## config.mk

```make
export PLATFORM = sky130hd
export DESIGN_NAME = tsg_queue
export DESIGN_NICKNAME = d
export VERILOG_FILES = /design/src/hdl/tsg_queue.sv
export SDC_FILE = /design/constraint.sdc
export NUM_CORES = 1
export LEC_CHECK = 0
export BUFFER_PORTS_ARGS = -buffer_cell sky130_fd_sc_hd__buf_2
export CAP_MARGIN = 20
export CELL_PAD_IN_SITES_DETAIL_PLACEMENT = 1
export CELL_PAD_IN_SITES_GLOBAL_PLACEMENT = 2
export CORE_MARGIN = 4
export CORE_UTILIZATION = 40
export DETAILED_ROUTE_END_ITERATION = 10
export GPL_TIMING_DRIVEN = 0
export PLACE_DENSITY_LB_ADDON = 0.1
export SLEW_MARGIN = 20
export SYNTH_ARGS = -nofsm -noshare
export SYNTH_HDL_FRONTEND = slang
export SYNTH_SLANG_ARGS = --single-unit
```

## constraint.sdc

```tcl
create_clock -name clock -period 3.4 [get_ports clock]
set_input_delay 0.68 -clock clock [delete_from_list [all_inputs] [get_ports clock]]
set_output_delay 0.68 -clock clock [all_outputs]
set_load 0.01 [all_outputs]
```

## src/hdl/tsg_queue.sv

```systemverilog
// tsg_queue: small first-in first-out queue between front and back.
// Depends on nothing beyond its parameters.
`default_nettype none

module tsg_queue #(
   parameter int W     = 8,
   parameter int DEPTH = 8
) (
   input  wire logic                         clock,
   input  wire logic                         reset,
   input  wire logic                         push,
   input  wire logic [W-1:0]                 din,
   input  wire logic                         pop,
   output logic [W-1:0]                      dout,
   output logic                              not_empty,
   output logic [$clog2(DEPTH+1)-1:0]        count
);

   localparam int PW = $clog2(DEPTH);
   localparam int CNW = $clog2(DEPTH + 1);

   logic [W-1:0]   slot_ff [DEPTH];
   logic [PW-1:0]  wr_ff, wr_in, rd_ff, rd_in;
   logic [CNW-1:0] cnt_ff, cnt_in;
   logic           do_pop;

   assign do_pop = pop && (cnt_ff != '0);

   // pointer and fill bookkeeping
   always_comb begin
      wr_in  = push ? PW'(wr_ff + 1'b1) : wr_ff;
      rd_in  = do_pop ? PW'(rd_ff + 1'b1) : rd_ff;
      cnt_in = CNW'(cnt_ff + CNW'(push) - CNW'(do_pop));
   end

   always_ff @(posedge clock) begin
      if (reset) begin
         wr_ff  <= '0;
         rd_ff  <= '0;
         cnt_ff <= '0;
      end else begin
         wr_ff  <= wr_in;
         rd_ff  <= rd_in;
         cnt_ff <= cnt_in;
      end
      if (push) begin
         slot_ff[wr_ff] <= din;
      end
   end

   assign dout      = slot_ff[rd_ff];
   assign not_empty = (cnt_ff != '0);
   assign count     = cnt_ff;

endmodule

`default_nettype wire

```

## Word level (Yosys, flattened, before mapping)

Memory sizes are Yosys's and may differ from the RTL's. A register that Yosys moved wholly into a read port is not among the register bits.
Index checks and enable logic that the tools add are counted.

| storage, ports and cells | value |
|---|---|
| RAM bits | 64 |
| bits of input ports | 12 |
| bits in latches | 0 |
| register bits | 10 |
| memory bits (read-only) | 0 |
| output and inout bits | 13 |
| memories | 1 |

| cells by class | value |
|---|---|
| $add $sub $neg | 4 |
| $mul | 0 |
| multiplexer cells | 4 |
| reduce and logical (&&, ||, !) cells | 2 |
| div/mod/pow operators | 0 |
| bitwise gates (word level) | 0 |
| order comparisons | 0 |
| shifts and indexed selects | 0 |
| equal/unequal tests | 0 |

Memories:

| memory | words | width | rd ports | clocked after memory_dff | write ports | RTL line | RTL |
|---|---|---|---|---|---|---|---|
| slot_ff | 8 | 8 | 1 | 1 | 1 | 22 | `logic [W-1:0] slot_ff [DEPTH];` |

Operators by type and width:

| operator | count |
|---|---|
| adder 3 x 1 -> 3 bit, second input constant | 2 |
| two-way mux 3 bit | 2 |
| adder 4 x 1 -> 4 bit | 1 |
| nonzero test 4 bit | 1 |
| subtractor 4 x 1 -> 4 bit | 1 |
| two-way mux 1 bit | 2 |
| logical AND 1 bit | 1 |

## Longest topological paths before layout

Gate-level depths: netlist of the first run.

| depth | value |
|---|---|
| depth in word-level cells | 4 |
| gate-level depth with buffers | 11 |

## Worst setup path before layout of the first run

Ideal clock, no wire load.

| timing | value |
|---|---|
| path type | reg-to-output |
| start point | reg with a tool-made name |
| end point | out dout[1] |
| setup slack | 1339 ps |
| arrival time | 1381 ps |
| buffers on the path | 2 |
| cell stages (with the launch flop) | 5 |
| required time | 2720 ps |
| cells stage by stage | dfxtp_1 -> buf_6 -> buf_12 -> mux4_1 -> mux2_2 |

RTL lines:

| item | RTL line | RTL |
|---|---|---|
| to (decl) | 14 | `output logic [W-1:0] dout,` |

==> results.py, run 1 <==
metrics = {
    "setup_path": {
        "crit_family": "buffers and inverters",
        "critPathMaxFanout": 10,
        "cp_common_cell": "buf_2",
        "path_cells": "clkbuf_1 > buf_2 > mux4_1 > mux2_2 > buf_2",
        "end_kind": "output port",
        "r2r_cells": 10,
        "crit_cells": 5,
        "critical_path_buf_inv_count": 3,
        "setup.worst_path.start_class": "flop",
        "max_stage_delay_ns": 0.39,
        "arrival_ns": 2.16,
        "crit_type": "reg -> out",
        "required_ns": 2.72,
        "crit_slowest_cell": "clkbuf_1",
    },
    "power": {
        "ir_worst_vdd_mv": 0.237,
        "cellPowerDensity_nw_per_um2": 617,
        "total_power_mw": 2.21,
        "leakage_nw": 1.25,
    },
    "logic_synthesis": {
        "syn_nets": 188,
        "synth_cell_types": 27,
        "netlist_area_um2": 3120,
        "synth_common_cells": "edfxtp_1 (64), mux4_1 (15), dfxtp_1 (13), nor2_1 (13), mux2_2 (10)",
        "synth_edf_count": 64,
        "synth.avg_cell_area_um2": 18.4,
        "synth_cells": 169,
        "yosysMostFrequentCell": "edfxtp_1",
        "ys_warn_count": 0,
        "ys_ff_latch": 77,
        "async_flop_share": 0,
        "synth_top_cell_by_area": "edfxtp_1",
        "netlist.area_leader.share": 0.616,
        "ys_seq_area_frac": 0.700,
        "synthTopCellsByArea": "edfxtp_1 (62%), mux4_1 (13%), dfxtp_1 (8.3%)",
        "synth-main-ff-cell": "edfxtp_1",
    },
    "clock_network": {
        "post_cts_buffers": 0,
        "cts_tree": "done",
        "hold_buffers": 0,
        "max-clock-path-buffers": 2,
        "ctsResizeCount": 0,
        "cts_made_buffers": 9,
        "cts_root_buf": "clkbuf_8",
        "clk_latency_ns": 0.34,
        "htree_levels": 3,
        "cts.sink_count": 77,
        "path_clk_slew_ns": 0.08,
    },
    "sta": {
        "slew_violations": 0,
        "slew_headroom": 0.321,
        "worst_pin_slew_ns": 1.01,
        "fmax_mhz": 353,
        "period_needed_ns": 2.84,
        "timing.final.crit_share": 0.834,
        "finClkSkew_ns": 0.00446,
        "rsz0062_at_grt": "false",
        "finalHoldViolations": 0,
        "tns_ns": 0,
        "finalSetupViolations": 0,
    },
    "floorplan": {
        "start_util": 0.421,
        "dieArea_um2": 9270,
        "fp-row-count": 31,
        "core_area_um2": 7410,
        "dieHeight_um": 96.3,
        "ios": 25,
        "fp.dieW_um": 96.3,
    },
    "placement": {
        "dp_hpwl_um": 3950,
        "gp_congestion": 0.748,
        "port_buffers": 24,
    },
    "hold_path": {
        "hp-class": "reg -> reg",
        "holdPathStages": 2,
    },
    "drt": {
        "vias": 1584,
        "wl_per_cell_um": 19.1,
        "dr.pass1.iters": 4,
        "vias_per_cell": 5.11,
        "antenna_left": 0,
        "wirelength_um": 5930,
        "drt-initial-drc-count": 68,
        "route.detailed.drc": 0,
    },
    "finish": {
        "layout-drive-gt1-share": 0.275,
        "layout.nets": 225,
        "area_growth_pct": 14.7,
        "antennaDiodeCount": 0,
    },
    "flow_run": {
        "max_cap_viol_count": 0,
    },
    "grt": {
        "grt_pass1_wl_um": 9420,
        "antenna_found_initial": 0,
        "grt_overflow": 0,
        "grt_max_degree": 14,
        "grt_pass1_vias": 1762,
        "grtUsageTotal": 0.144,
    },
    "run_status": {
        "status": "finished clean",
    },
}
## state kept, by name, summed over array words and instances, names as in the netlist, named ones only
signal,count
rd_ff,3
wr_ff,3
slot_ff,64
count,4
## through the flow
stage	hold WS, ns	utilization	area, µm²	std cells	setup WS (ns)
2_1_floorplan	0.480	-	3120	169	1.34
3_3_place_gp	0.499	0.454	3360	292	0.834
3_5_place_dp	0.516	0.457	3390	294	0.902
4_1_cts	0.527	0.483	3580	310	0.512
5_1_grt	0.555	0.483	3580	310	0.422
6_report	0.522	0.483	3580	310	0.563
## kinds of logic after synthesis
group	after synthesis	synth area share
AND/OR/NAND/NOR	31	0.0461
buffers and inverters	14	0.0249
adder cells (fa/ha/maj)	7	0.0305
XOR/XNOR	3	0.00843
flip-flops	77	0.700
multiplexers	27	0.173
AO/OA/AOI/OAI	10	0.0173
## worst paths after layout
path | start | endpoint | slack (ns)
setup / recovery | flop | dout[1] | 0.56
setup reg to reg | count[2] | count[1] | 1.20
hold reg to reg | rd_ff[2] | rd_ff[2] | 0.52
hold / removal | rd_ff[2] | rd_ff[2] | 0.52
## area by class of cell
class | instances | area [µm²]
buffer | 6 | 47.5
inverter | 8 | 30.0
fill | 731 | 3830
timing repair buffer | 26 | 135
clock inverter | 7 | 66.3
tap | 99 | 124
sequential | 77 | 2180
multi-input combinational | 78 | 868
clock buffer | 9 | 124
## worst min-delay path, cell delays in order, from the launching register on
cell	delay, ns
dfxtp_1	0.31
o21ai_0	0.10
a21oi_1	0.07
## report_power, final
group / internal, mW / switching (mW)
logic: 0.217 / 0.225
registers: 1.07 / 0.0292
clock network: 0.334 / 0.327
total: 1.62 / 0.581
## placed cells by master (no fill, tap or decap), types with 2 or more instances in the layout
cell type	instances
nor3_2	2
buf_2	25
nand2b_1	4
nand3_1	3
clkinvlp_4	3
xor2_1	2
inv_1	8
mux2_2	10
o21ai_0	3
nor2_1	13
nand2_1	5
dfxtp_1	13
buf_4	2
mux4_1	15
clkbuf_1	2
a21oi_1	6
clkinv_2	2
nor2b_1	2
edfxtp_1	64
clkbuf_8	9
ha_1	6
## layer usage
layer	vias to the layer above	global-route usage	part of all wire
met4	0	0.0561	0.012
met5	-	0	0
met3	10	0.0281	0.038
li1	739	-	-
met1	805	0.178	0.43
met2	30	0.248	0.52
(Power assumes the default switching activity.)
==> run 2, diff against run 1 <==
Clock period 3.4 ns to 2.3 ns, I/O delays scaled along.
==> results.py, run 2 (same netlist as run 1, synthesis figures left out) <==
metrics = {
    "floorplan": {
        "fp.dieW_um": 96.3,
        "core_area_um2": 7410,
        "dieHeight_um": 96.3,
        "fp-row-count": 31,
        "start_util": 0.421,
        "dieArea_um2": 9270,
        "ios": 25,
    },
    "finish": {
        "multi_input_area_um2": 840,
        "register_area_um2": 2180,
        "final_cell_mix": "edfxtp_1 (64), mux4_2 (16), buf_2 (16), nor2_1 (13), dfxtp_1 (11)",
        "layout_commonest_cell": "edfxtp_1",
        "stdcell_count": 313,
        "top_register": "slot_ff",
        "layout.nets": 228,
        "layout-drive-gt1-share": 0.379,
        "antennaDiodeCount": 0,
        "largest_reg_flops": 64,
        "nFillCells": 724,
        "area_growth_pct": 16.8,
    },
    "drt": {
        "route.detailed.drc": 0,
        "antenna_left": 0,
        "vias": 1586,
        "dr.pass1.iters": 4,
        "vias_per_cell": 5.07,
        "wl_per_cell_um": 19.6,
        "drt-initial-drc-count": 112,
        "wirelength_um": 6130,
    },
    "setup_path": {
        "cp_common_cell": "buf_6",
        "required_ns": 1.84,
        "ff2ff_setup_slack_ns": 0.26,
        "path_cells": "buf_6 > buf_4 > mux4_2 > mux2_4 > buf_6",
        "max_stage_delay_ns": 0.49,
        "crit_type": "reg -> out",
        "rr_endpoint": "count[2]",
        "end_kind": "output port",
        "critPathMaxFanout": 5,
        "r2r_cells": 11,
        "timing.rr.start": "count[2]",
        "arrival_ns": 1.84,
        "setup.worst_path.start_class": "flop",
        "crit_slowest_cell": "mux4_2",
    },
    "placement": {
        "pre_cts_slack_ns": 0.0224,
        "gp_congestion": 0.748,
        "dp_hpwl_um": 3950,
        "port_buffers": 24,
        "dp_cells": 294,
    },
    "power": {
        "leakage_nw": 1.26,
        "ir_worst_vdd_mv": 0.350,
        "cellPowerDensity_nw_per_um2": 938,
    },
    "flow_run": {
        "max_cap_viol_count": 0,
    },
    "sta": {
        "hold_ws_ns": 0.394,
        "finClkSkew_ns": 0.00436,
        "timing.final.crit_share": 1.00,
        "period_needed_ns": 2.30,
        "slew_headroom": 0.360,
        "fmax_mhz": 435,
        "finalHoldViolations": 0,
        "finalSetupViolations": 1,
        "setup_ws_ns": -0.000607,
        "slew_violations": 0,
        "rsz0062_at_grt": "true",
        "tns_ns": -0.000607,
        "worst_pin_slew_ns": 0.957,
    },
    "grt": {
        "grt_max_degree": 14,
        "grt_overflow": 0,
        "grt_pass1_wl_um": 9940,
        "antenna_found_initial": 0,
        "grt_pass1_vias": 1801,
        "grtUsageTotal": 0.152,
    },
    "clock_network": {
        "htree_levels": 3,
        "cts_root_buf": "clkbuf_8",
        "cts_tree": "done",
        "cts_made_buffers": 9,
        "path_clk_slew_ns": 0.08,
        "clk_latency_ns": 0.34,
        "max-clock-path-buffers": 2,
        "cts.sink_count": 77,
    },
    "hold_path": {
        "holdPathStages": 1,
        "hp-class": "in -> reg",
        "hold_path_end": "slot_ff[6][2]",
        "min_from": "din[2]",
    },
    "run_status": {
        "status": "finished, violations left",
        "violations": "negative setup slack",
    },
}
[run 2: changes by cell type in the layout (fill, tap and decap cells not counted), moves of 2 or more]
| cell | delta |
|---|---|
| mux4_1 | -15 |
| mux4_2 | +15 |
| buf_2 | -9 |
| buf_6 | +9 |
| mux2_2 | -6 |
| mux2_4 | +6 |
| buf_4 | +2 |
| dfxtp_1 | -2 |
| dfxtp_2 | +2 |
[run 2: worst max-delay path, delay by kind of cell (launching register included)]
kind,cells,cell delay [ns]
mux,2,0.78
flops,1,0.33
buf+inv,3,0.39
[run 2: layout make-up]
| class | instances | share of cell area |
|---|---|---|
| inverter | 8 | 0.00825 |
| buffer | 4 | 0.00722 |
| sequential | 77 | 0.600 |
| timing repair buffer | 31 | 0.0677 |
| multi-input combinational | 78 | 0.231 |
| clock inverter | 7 | 0.0182 |
| tap | 99 | 0.0340 |
| clock buffer | 9 | 0.0340 |
[run 2: through the flow]
stage                     utilization  cell area (µm²)  total power [mW]
after floorplan                     -             3120              2.11
after global placement          0.454             3360              2.29
after detailed placement        0.457             3390              2.33
after CTS                       0.498             3690              3.48
after global routing            0.491             3640              3.62
final                           0.491             3640              3.42
[run 2: worst max path at each step]
stage                          endpoint  slack [ns]  depth (start not counted)
after CTS                       dout[1]       -0.09                          6
after global placement    slot_ff[4][7]       -0.05                          3
final                           dout[4]     -0.0006                          5
after global routing            dout[5]       -0.08                          5
after detailed placement        dout[1]        0.02                          5
after floorplan                count[2]        0.31                         11
[run 2: where the power goes]
group	internal (mW)	leakage [nW]	switching (mW)	total, mW
clock	0.493	0.0887	0.484	0.977
combinational	0.435	0.483	0.368	0.803
sequential	1.59	0.689	0.0486	1.64
total	2.52	1.26	0.901	3.42
[run 2: repair_timing]
| item | 4_1_cts | 5_1_grt |
|---|---|---|
| gates cloned | 1 | 0 |
| buffers inserted | 6 | 0 |
| setup endpoints to repair | 8 | 11 |
| gates resized for setup | 29 | 9 |
| hold buffers | 0 | 0 |
[run 2: per-layer routing]
layer	global-route usage	part of all wire	vias up	routed length (µm)
met4	0.0561	0.011	0	68
met2	0.256	0.53	28	3260
met1	0.195	0.43	816	2610
li1	-	-	733	-
met3	0.0281	0.031	9	187
met5	0	0	-	0
