==> src/hdl/tsg_pkg.sv <==
// tsg_pkg: shared widths, codes, reset values and types for the trilinear sampler.
// Depends on nothing; the core, front, back and checker refer to it by scoped names.
`default_nettype none

package tsg_pkg;

   // fixed field widths
   localparam int POS_W   = 16;
   localparam int ADDR_W  = 18;
   localparam int INT_W   = 16;
   localparam int GRAD_W  = 24;
   localparam int OUT_W   = 24;
   localparam int CFG_W   = 7;
   localparam int CSR_IDX_W = 2;
   // stored voxel word: intensity, grad x, grad y, grad z
   localparam int WORD_W  = INT_W + 3 * GRAD_W;

   // parameter defaults
   localparam int VOXELS_DEF    = 262144;
   localparam int MAX_DIM_DEF   = 64;
   localparam int FRAC_BITS_DEF = 8;

   // request operation codes
   localparam logic OP_WRITE  = 1'b0;
   localparam logic OP_SAMPLE = 1'b1;

   // register indexes
   localparam logic [CSR_IDX_W-1:0] CSR_SIZE_X = 2'd0;
   localparam logic [CSR_IDX_W-1:0] CSR_SIZE_Y = 2'd1;
   localparam logic [CSR_IDX_W-1:0] CSR_SIZE_Z = 2'd2;

   localparam logic [CFG_W-1:0]  SIZE_RST  = 7'd64;
   localparam logic [GRAD_W-1:0] GRAD_BIAS = 24'h800000;

   // request control carried from front to back
   typedef struct packed {
      logic valid;
      logic sample;
      logic oob;
   } ctl_type;

endpackage

`default_nettype wire

==> src/hdl/tsg_front.sv <==
// tsg_front: accepts requests, splits positions, flags out of bounds and
// builds the eight corner addresses in three stages. Depends on tsg_pkg.
`default_nettype none

module tsg_front #(
   parameter int VOXELS    = tsg_pkg::VOXELS_DEF,
   parameter int MAX_DIM   = tsg_pkg::MAX_DIM_DEF,
   parameter int FRAC_BITS = tsg_pkg::FRAC_BITS_DEF
) (
   input  wire logic                                  clock,
   input  wire logic                                  reset,
   input  wire logic                                  accept,
   input  wire logic                                  operation,
   input  wire logic [tsg_pkg::ADDR_W-1:0]            voxel_address,
   input  wire logic [tsg_pkg::WORD_W-1:0]            wdata,
   input  wire logic [2:0][tsg_pkg::POS_W-1:0]        pos,
   input  wire logic [2:0][tsg_pkg::CFG_W-1:0]        size,
   output tsg_pkg::ctl_type                           out_ctl,
   output logic [2:0][FRAC_BITS-1:0]                  out_frac,
   output logic [7:0][$clog2(VOXELS)-1:0]             out_addr,
   output logic [tsg_pkg::WORD_W-1:0]                 out_wdata,
   output logic [1:0]                                 in_flight
);

   localparam int AW = $clog2(VOXELS);
   localparam int CW = $clog2(MAX_DIM);
   localparam int YW = 2 * CW;
   localparam int LW = 3 * CW;
   localparam int SW = $clog2(MAX_DIM + 1);

   // effective sizes, clamped to MAX_DIM
   logic [2:0][SW-1:0] eff;
   always_comb begin
      for (int k = 0; k < 3; k++) begin
         if (32'(size[k]) > MAX_DIM) begin
            eff[k] = SW'(MAX_DIM);
         end else begin
            eff[k] = SW'(size[k]);
         end
      end
   end

   // stage 1: floor, fraction, bounds
   tsg_pkg::ctl_type              s1_ctl_ff, s1_ctl_in;
   logic [2:0][CW-1:0]            s1_fl_ff, s1_fl_in;
   logic [2:0][FRAC_BITS-1:0]     s1_fr_ff, s1_fr_in;
   logic [AW-1:0]                 s1_wa_ff;
   logic [tsg_pkg::WORD_W-1:0]    s1_wd_ff;

   always_comb begin
      logic signed [tsg_pkg::POS_W:0] fl_s;
      logic                           oob;
      oob = 1'b0;
      for (int k = 0; k < 3; k++) begin
         fl_s = (tsg_pkg::POS_W + 1)'($signed(pos[k]) >>> FRAC_BITS);
         s1_fl_in[k] = fl_s[CW-1:0];
         s1_fr_in[k] = pos[k][FRAC_BITS-1:0];
         if (fl_s[tsg_pkg::POS_W] ||
             ((fl_s[tsg_pkg::POS_W-1:0] + 16'd1) >= 16'(eff[k]))) begin
            oob = 1'b1;
         end
      end
      s1_ctl_in.valid  = accept;
      s1_ctl_in.sample = (operation == tsg_pkg::OP_SAMPLE);
      s1_ctl_in.oob    = oob;
   end

   always_ff @(posedge clock) begin
      if (reset) begin
         s1_ctl_ff <= '0;
      end else begin
         s1_ctl_ff <= s1_ctl_in;
      end
      s1_fl_ff <= s1_fl_in;
      s1_fr_ff <= s1_fr_in;
      s1_wa_ff <= AW'(voxel_address);
      s1_wd_ff <= wdata;
   end

   // stage 2: y + size_y * z for the four y/z corner pairs
   tsg_pkg::ctl_type              s2_ctl_ff;
   logic [3:0][YW-1:0]            s2_yz_ff, s2_yz_in;
   logic [CW-1:0]                 s2_fx_ff;
   logic [2:0][FRAC_BITS-1:0]     s2_fr_ff;
   logic [AW-1:0]                 s2_wa_ff;
   logic [tsg_pkg::WORD_W-1:0]    s2_wd_ff;

   always_comb begin
      for (int j = 0; j < 4; j++) begin
         s2_yz_in[j] = YW'(s1_fl_ff[1]) + YW'(j & 1)
                     + YW'(eff[1]) * (YW'(s1_fl_ff[2]) + YW'(j >> 1));
      end
   end

   always_ff @(posedge clock) begin
      if (reset) begin
         s2_ctl_ff <= '0;
      end else begin
         s2_ctl_ff <= s1_ctl_ff;
      end
      s2_yz_ff <= s2_yz_in;
      s2_fx_ff <= s1_fl_ff[0];
      s2_fr_ff <= s1_fr_ff;
      s2_wa_ff <= s1_wa_ff;
      s2_wd_ff <= s1_wd_ff;
   end

   // stage 3: x + size_x * yz, wrapped to the store; writes use corner 0
   tsg_pkg::ctl_type              s3_ctl_ff;
   logic [7:0][AW-1:0]            s3_addr_ff, s3_addr_in;
   logic [2:0][FRAC_BITS-1:0]     s3_fr_ff;
   logic [tsg_pkg::WORD_W-1:0]    s3_wd_ff;

   always_comb begin
      logic [LW-1:0] lin;
      for (int k = 0; k < 8; k++) begin
         lin = LW'(s2_fx_ff) + LW'(k & 1)
             + LW'(eff[0]) * LW'(s2_yz_ff[k >> 1]);
         s3_addr_in[k] = AW'(lin);
      end
      if (!s2_ctl_ff.sample) begin
         s3_addr_in[0] = s2_wa_ff;
      end
   end

   always_ff @(posedge clock) begin
      if (reset) begin
         s3_ctl_ff <= '0;
      end else begin
         s3_ctl_ff <= s2_ctl_ff;
      end
      s3_addr_ff <= s3_addr_in;
      s3_fr_ff   <= s2_fr_ff;
      s3_wd_ff   <= s2_wd_ff;
   end

   assign out_ctl   = s3_ctl_ff;
   assign out_frac  = s3_fr_ff;
   assign out_addr  = s3_addr_ff;
   assign out_wdata = s3_wd_ff;
   assign in_flight = 2'(s1_ctl_ff.valid) + 2'(s2_ctl_ff.valid) + 2'(s3_ctl_ff.valid);

endmodule

`default_nettype wire

==> config.mk <==
export PLATFORM = sky130hd
export DESIGN_NAME = tsg_front
export DESIGN_NICKNAME = d
export VERILOG_FILES = /design/src/hdl/tsg_pkg.sv /design/src/hdl/tsg_front.sv
export SDC_FILE = /design/constraint.sdc
export NUM_CORES = 1
export LEC_CHECK = 0
export BUFFER_PORTS_ARGS = -buffer_cell sky130_fd_sc_hd__buf_4
export CAP_MARGIN = 20
export CORE_ASPECT_RATIO = 2
export CORE_MARGIN = 5
export CORE_UTILIZATION = 42
export DETAILED_ROUTE_END_ITERATION = 8
export PLACE_DENSITY = 0.69
export SLEW_MARGIN = 15
export SYNTH_ARGS = -nofsm -noshare
export SYNTH_HDL_FRONTEND = slang
export SYNTH_SLANG_ARGS = --single-unit
==> constraint.sdc <==
create_clock -name clock -period 7.8 [get_ports clock]
set_input_delay 0.78 -clock clock [delete_from_list [all_inputs] [get_ports clock]]
set_output_delay 0.78 -clock clock [all_outputs]
set_load 0.01 [all_outputs]
# Word level (Yosys, flattened, before mapping)
# Cells that the tools add are included.
# classes
addsub	20
multipliers	6
magnitude_cmp	6
muxes	7
reduce_logical	3
# op_table
operator	count
6-bit by 18-bit adder with 18-bit output	4
7-bit by 12-bit multiplier with 18-bit output	4
18-bit adder	3
16-bit by 7-bit >= comparator with 1-bit output	3
8-bit by 2-bit adder with 9-bit output (second input constant)	3
6-bit by 12-bit adder with 12-bit output	2
6-bit by 1-bit adder with 7-bit output (second input constant)	3
7-bit greater-than comparator (second input constant)	3
7-bit 2-to-1 mux	3
7-bit by 18-bit adder with 18-bit output	1
18-bit 2-to-1 mux	1
12-bit adder	1
7-bit by 12-bit adder with 12-bit output	1
7-bit by 6-bit multiplier with 12-bit output	1
7-bit by 7-bit multiplier with 12-bit output	1
1-bit logical OR	3
1-bit 2-to-1 mux	3
1-bit by 1-bit adder with 2-bit output	1
2-bit by 1-bit adder with 2-bit output	1
# word_totals
reg_bits	597
in_bits	179
out_inout_bits	261
word_cells	81

# Longest topological paths before layout
# logic_depth
ltp_word	7
ltp_mapped	23
mapped_depth_nobuf	21

# Worst setup path before layout
# Ideal clock, no wire load.
# synth_timing
kind	input port to flip-flop
startpoint	input size[6] (netlist name)
endpoint	register s3_addr_ff, in the netlist out_addr[35]
setup_time_ns	0.072
arrival_time_ns	6.091
required_time_ns	7.728
setup_slack_ns	1.637
cell_stages	20
n_path_buf	4
cell_sequence	clkbuf_1 clkbuf_1 clkbuf_1 and2_1 fa_1 fa_1 fa_1 inv_1 fa_1 inv_1 ha_1 buf_4 and3_4 and3_4 a21o_2 o41a_1 xor2_1 nand2b_1 a2111oi_4 xnor2_1
# synth_rtl
item	line_no	rtl
start, declared	tsg_front.sv:17	input wire logic [2:0][tsg_pkg::CFG_W-1:0] size,
end signal, assigned	tsg_front.sv:132	s3_addr_ff <= s3_addr_in;
end, declared	tsg_front.sv:110	logic [7:0][AW-1:0] s3_addr_ff, s3_addr_in;

==> flow_summary.toml <==
[run_status]
run_status = "complete, no violations"

[global_routing]
grt_usage_pct = 20.5
grt_pass1_wl_um = 129000
grt_max_degree = 33
first_global_vias = 23300
met2_usage_pct = 38.8
met1_usage_pct = 21.0
grt.busiest_layer = "met2"
met3_usage_pct = 3.85
antenna_found_initial = 6
grt_overflow_total = 0

[timing]
final.setup.worst_slack_ns = 1.75
tightest_slew_ns = 0.924
drv_slew = 0
setup_viol = 0
post-route-period-util_pct = 77.6
skew_ns = 0.0313
hold_viol = 0
timing.fmax_ghz = 0.165
max_slew_margin_pct = 38.0
finalSetupTns_ns = 0
fin_crit_ns = 6.05
rsz0062_at_grt = "no"

[final_layout]
drive_gt1_share_pct = 17.1
final_cell_area_mm2 = 0.0375
syn_to_final_growth_pct = 19.7
fin_nets = 4190
register_area_mm2 = 0.0120
fillers = 6677
stdcell_count = 4438
multi_input_area_mm2 = 0.0179

[clock_tree]
clockBufferDepth = 3
cts_root_buf = "clkbuf_16"
postCtsSetupBuffers = 0
cts.clk_slew.worst_paths_ns = 0.06
ctsResizeCount = 0
cts_tree = "built"
cts_htree_levels = 2
cts_made_buffers = 51
cts.sinks = 597
hold_buffers = 0
clkLatencyLatePin_ns = 0.63

[die]
initial_core_util_pct = 42.3
design.die.area_mm2 = 0.0804
row_count = 141
ios = 440
core_mm2 = 0.0739
fp.dieH_um = 396
fp.dieW_um = 203

[routing]
ant_nets = 0
drt_wl_total_um = 83700
vias = 22000
drc = 0
avgViaCountPerCell = 4.95
drt_first_pass_iters = 5
initialDrtViolationCount = 959
wl_per_cell_um = 18.9

[placement]
hpwl_um = 69700
place_area_mm2 = 0.0358
gp_congestion = 0.926
placed_cells_incl_taps = 4344
portBuffers = 439
dp_slack_ns = 1.14

[worst_setup_path]
critical-path-top-delay-family = "adder cells"
worst-path-buf-inv = 4
max_stage_delay_ns = 0.54
path_cells = "buf_4 -> nor2b_2 -> buf_4 -> and2_1 -> fa_1 -> fa_1 -> fa_1 -> inv_1 -> fa_1 -> inv_1 -> ha_1 -> and3_4 -> and3_4 -> a21o_2 -> o41a_1 -> xor2_1 -> nand2b_1 -> a2111oi_4 -> xnor2_1"
path_common_cell = "fa_1"
cp.arrival_ns = 6.54
worstSetupStartpointType = "input pin"
crit_path_max_fanout = 31
end_kind = "register"
r2r_slack_ns = 1.86
slowest_stage = "fa_1"
crit_required_ns = 8.28
worstSetupPathType = "input pin to register"

[job]
cap_viol_max_count = 0

[logic_synthesis]
synth_top_cell_by_area = "dfxtp_1"
synthTopCellsByArea = "dfxtp_1 (38%), fa_1 (16%), ha_1 (12%), xnor2_1 (5.7%), and2_1 (4.9%)"
ys_top_cells_by_count = "dfxtp_1 (597), inv_1 (336), ha_1 (295)"
ys_types = 92
synthFlopType = "dfxtp_1"
synth-seq-cells = 597
syn_area_mm2 = 0.0313
synth-edff-count = 0
synth_fp_nets = 3734
ys.warnings.count = 0
synth_most_common_cell = "dfxtp_1"
synth_top_area_share_pct = 38.2
synthCells = 3012
ys_seq_area_share_pct = 38.2
synth_area_per_cell_um2 = 10.4
async_flop_share_pct = 0

[power_and_ir_drop]
total_power_mw = 16.3
power_density_mw_per_mm2 = 435
leakagePower_nw = 17.9
peakVddDrop_v = 0.000240

[min_path]
hold_class = "input pin to register"
-- through the flow --
step,util [%],hold WS [ns]
after floorplan,-,0.310
after global placement,48.4,0.310
after detailed placement,48.4,0.312
after CTS,50.7,0.205
after global routing,50.7,0.218
final,50.7,0.254
-- report_power, final --
group          internal (mW)  total, mW  switching (mW)
combinational           4.00       9.59            5.59
clock                   1.38       2.54            1.17
sequential              3.70       4.16           0.455
total                   9.08       16.3            7.21
-- registers in the layout, summed over array words and instances, names as in the netlist --
signal     count
s2_wa_ff      18
out_frac      24
s2_fr_ff      24
out_addr     144
out_wdata     88
s1_wa_ff      18
s2_fx_ff       6
s2_wd_ff      88
s2_ctl_ff      3
s1_fl_ff      18
s2_yz_ff      48
out_ctl        3
s1_fr_ff      24
s1_wd_ff      88
s1_ctl_ff      3
-- cell usage in the layout, fill, tap and decap left out, types with 5 or more instances in the layout --
cell        netlist  layout
a311oi_1          5       5
nand2_1         268     268
buf_4             2     463
clkinvlp_4        0       8
o211ai_1          7       7
nor2b_1          52      46
nand2b_1         28      28
inv_1           336     336
nor4_1            8       8
mux2i_1           5       5
dfxtp_1         597     597
clkinv_2          0       9
nand4_1          14      14
a211oi_1          8       8
o21a_1           19      19
nand3b_1          5       5
and2_1          245     245
o21ai_0          61      61
xnor2_1         202     201
clkbuf_1         55       8
o21bai_1         13      13
clkbuf_8          0       5
fa_1            248     248
nor3_1           28      28
or2_2             5       5
nor2_1          110     110
nor2b_2           1       6
and3_1           22      22
mux2_2            5       5
o31a_1            6       6
a21o_1           36      36
clkbuf_16         0      51
a31oi_1           6       6
ha_1            295     295
o21ai_1           8       8
a21oi_1         104     104
xor2_1           55      55
nand3_1          44      44
or3_1             8       8
-- metal layers --
metal	vias to the layer above	routed length, um	share of wire, %
met2	695	43900	52
met4	8	5310	6.3
met1	10500	29400	35
met3	174	5040	6.0
li1	10600	-	-
met5	-	61	0.073
-- final timing paths --
check	end	cells past startpoint	start
worst min-delay path	s1_wd_ff[84]	1	wdata[84]
worst max-delay path	out_addr[35]	19	size[6]
worst min register to register	s2_wd_ff[41]	0	s1_wd_ff[41]
worst max register to register	s2_yz_ff[47]	17	s1_fl_ff[12]
-- final cells by class --
| class | instances | area share [%] |
|---|---|---|
| Timing Repair Buffer | 465 | 9.39 |
| Clock buffer | 64 | 3.67 |
| Clock inverter | 29 | 0.878 |
| Tap cell | 929 | 3.10 |
| Inverter | 336 | 3.37 |
| Multi-Input combinational cell | 2017 | 47.7 |
| Antenna cell | 1 | 0.00668 |
| Sequential cell | 597 | 31.9 |
-- cell families after synthesis --
logic type                 after synthesis  share of synthesized area [%]
adders and majority gates              543                           27.7
and+or+nand+nor                        870                           14.4
muxes                                   11                          0.376
DFF                                    597                           38.2
xor gates and xnor gates               259                           7.30
buffers and inverters                  398                           4.84
AOI/OAI and AO/OA                      334                           7.24
Note: power is estimated with default switching activity, not from simulation.
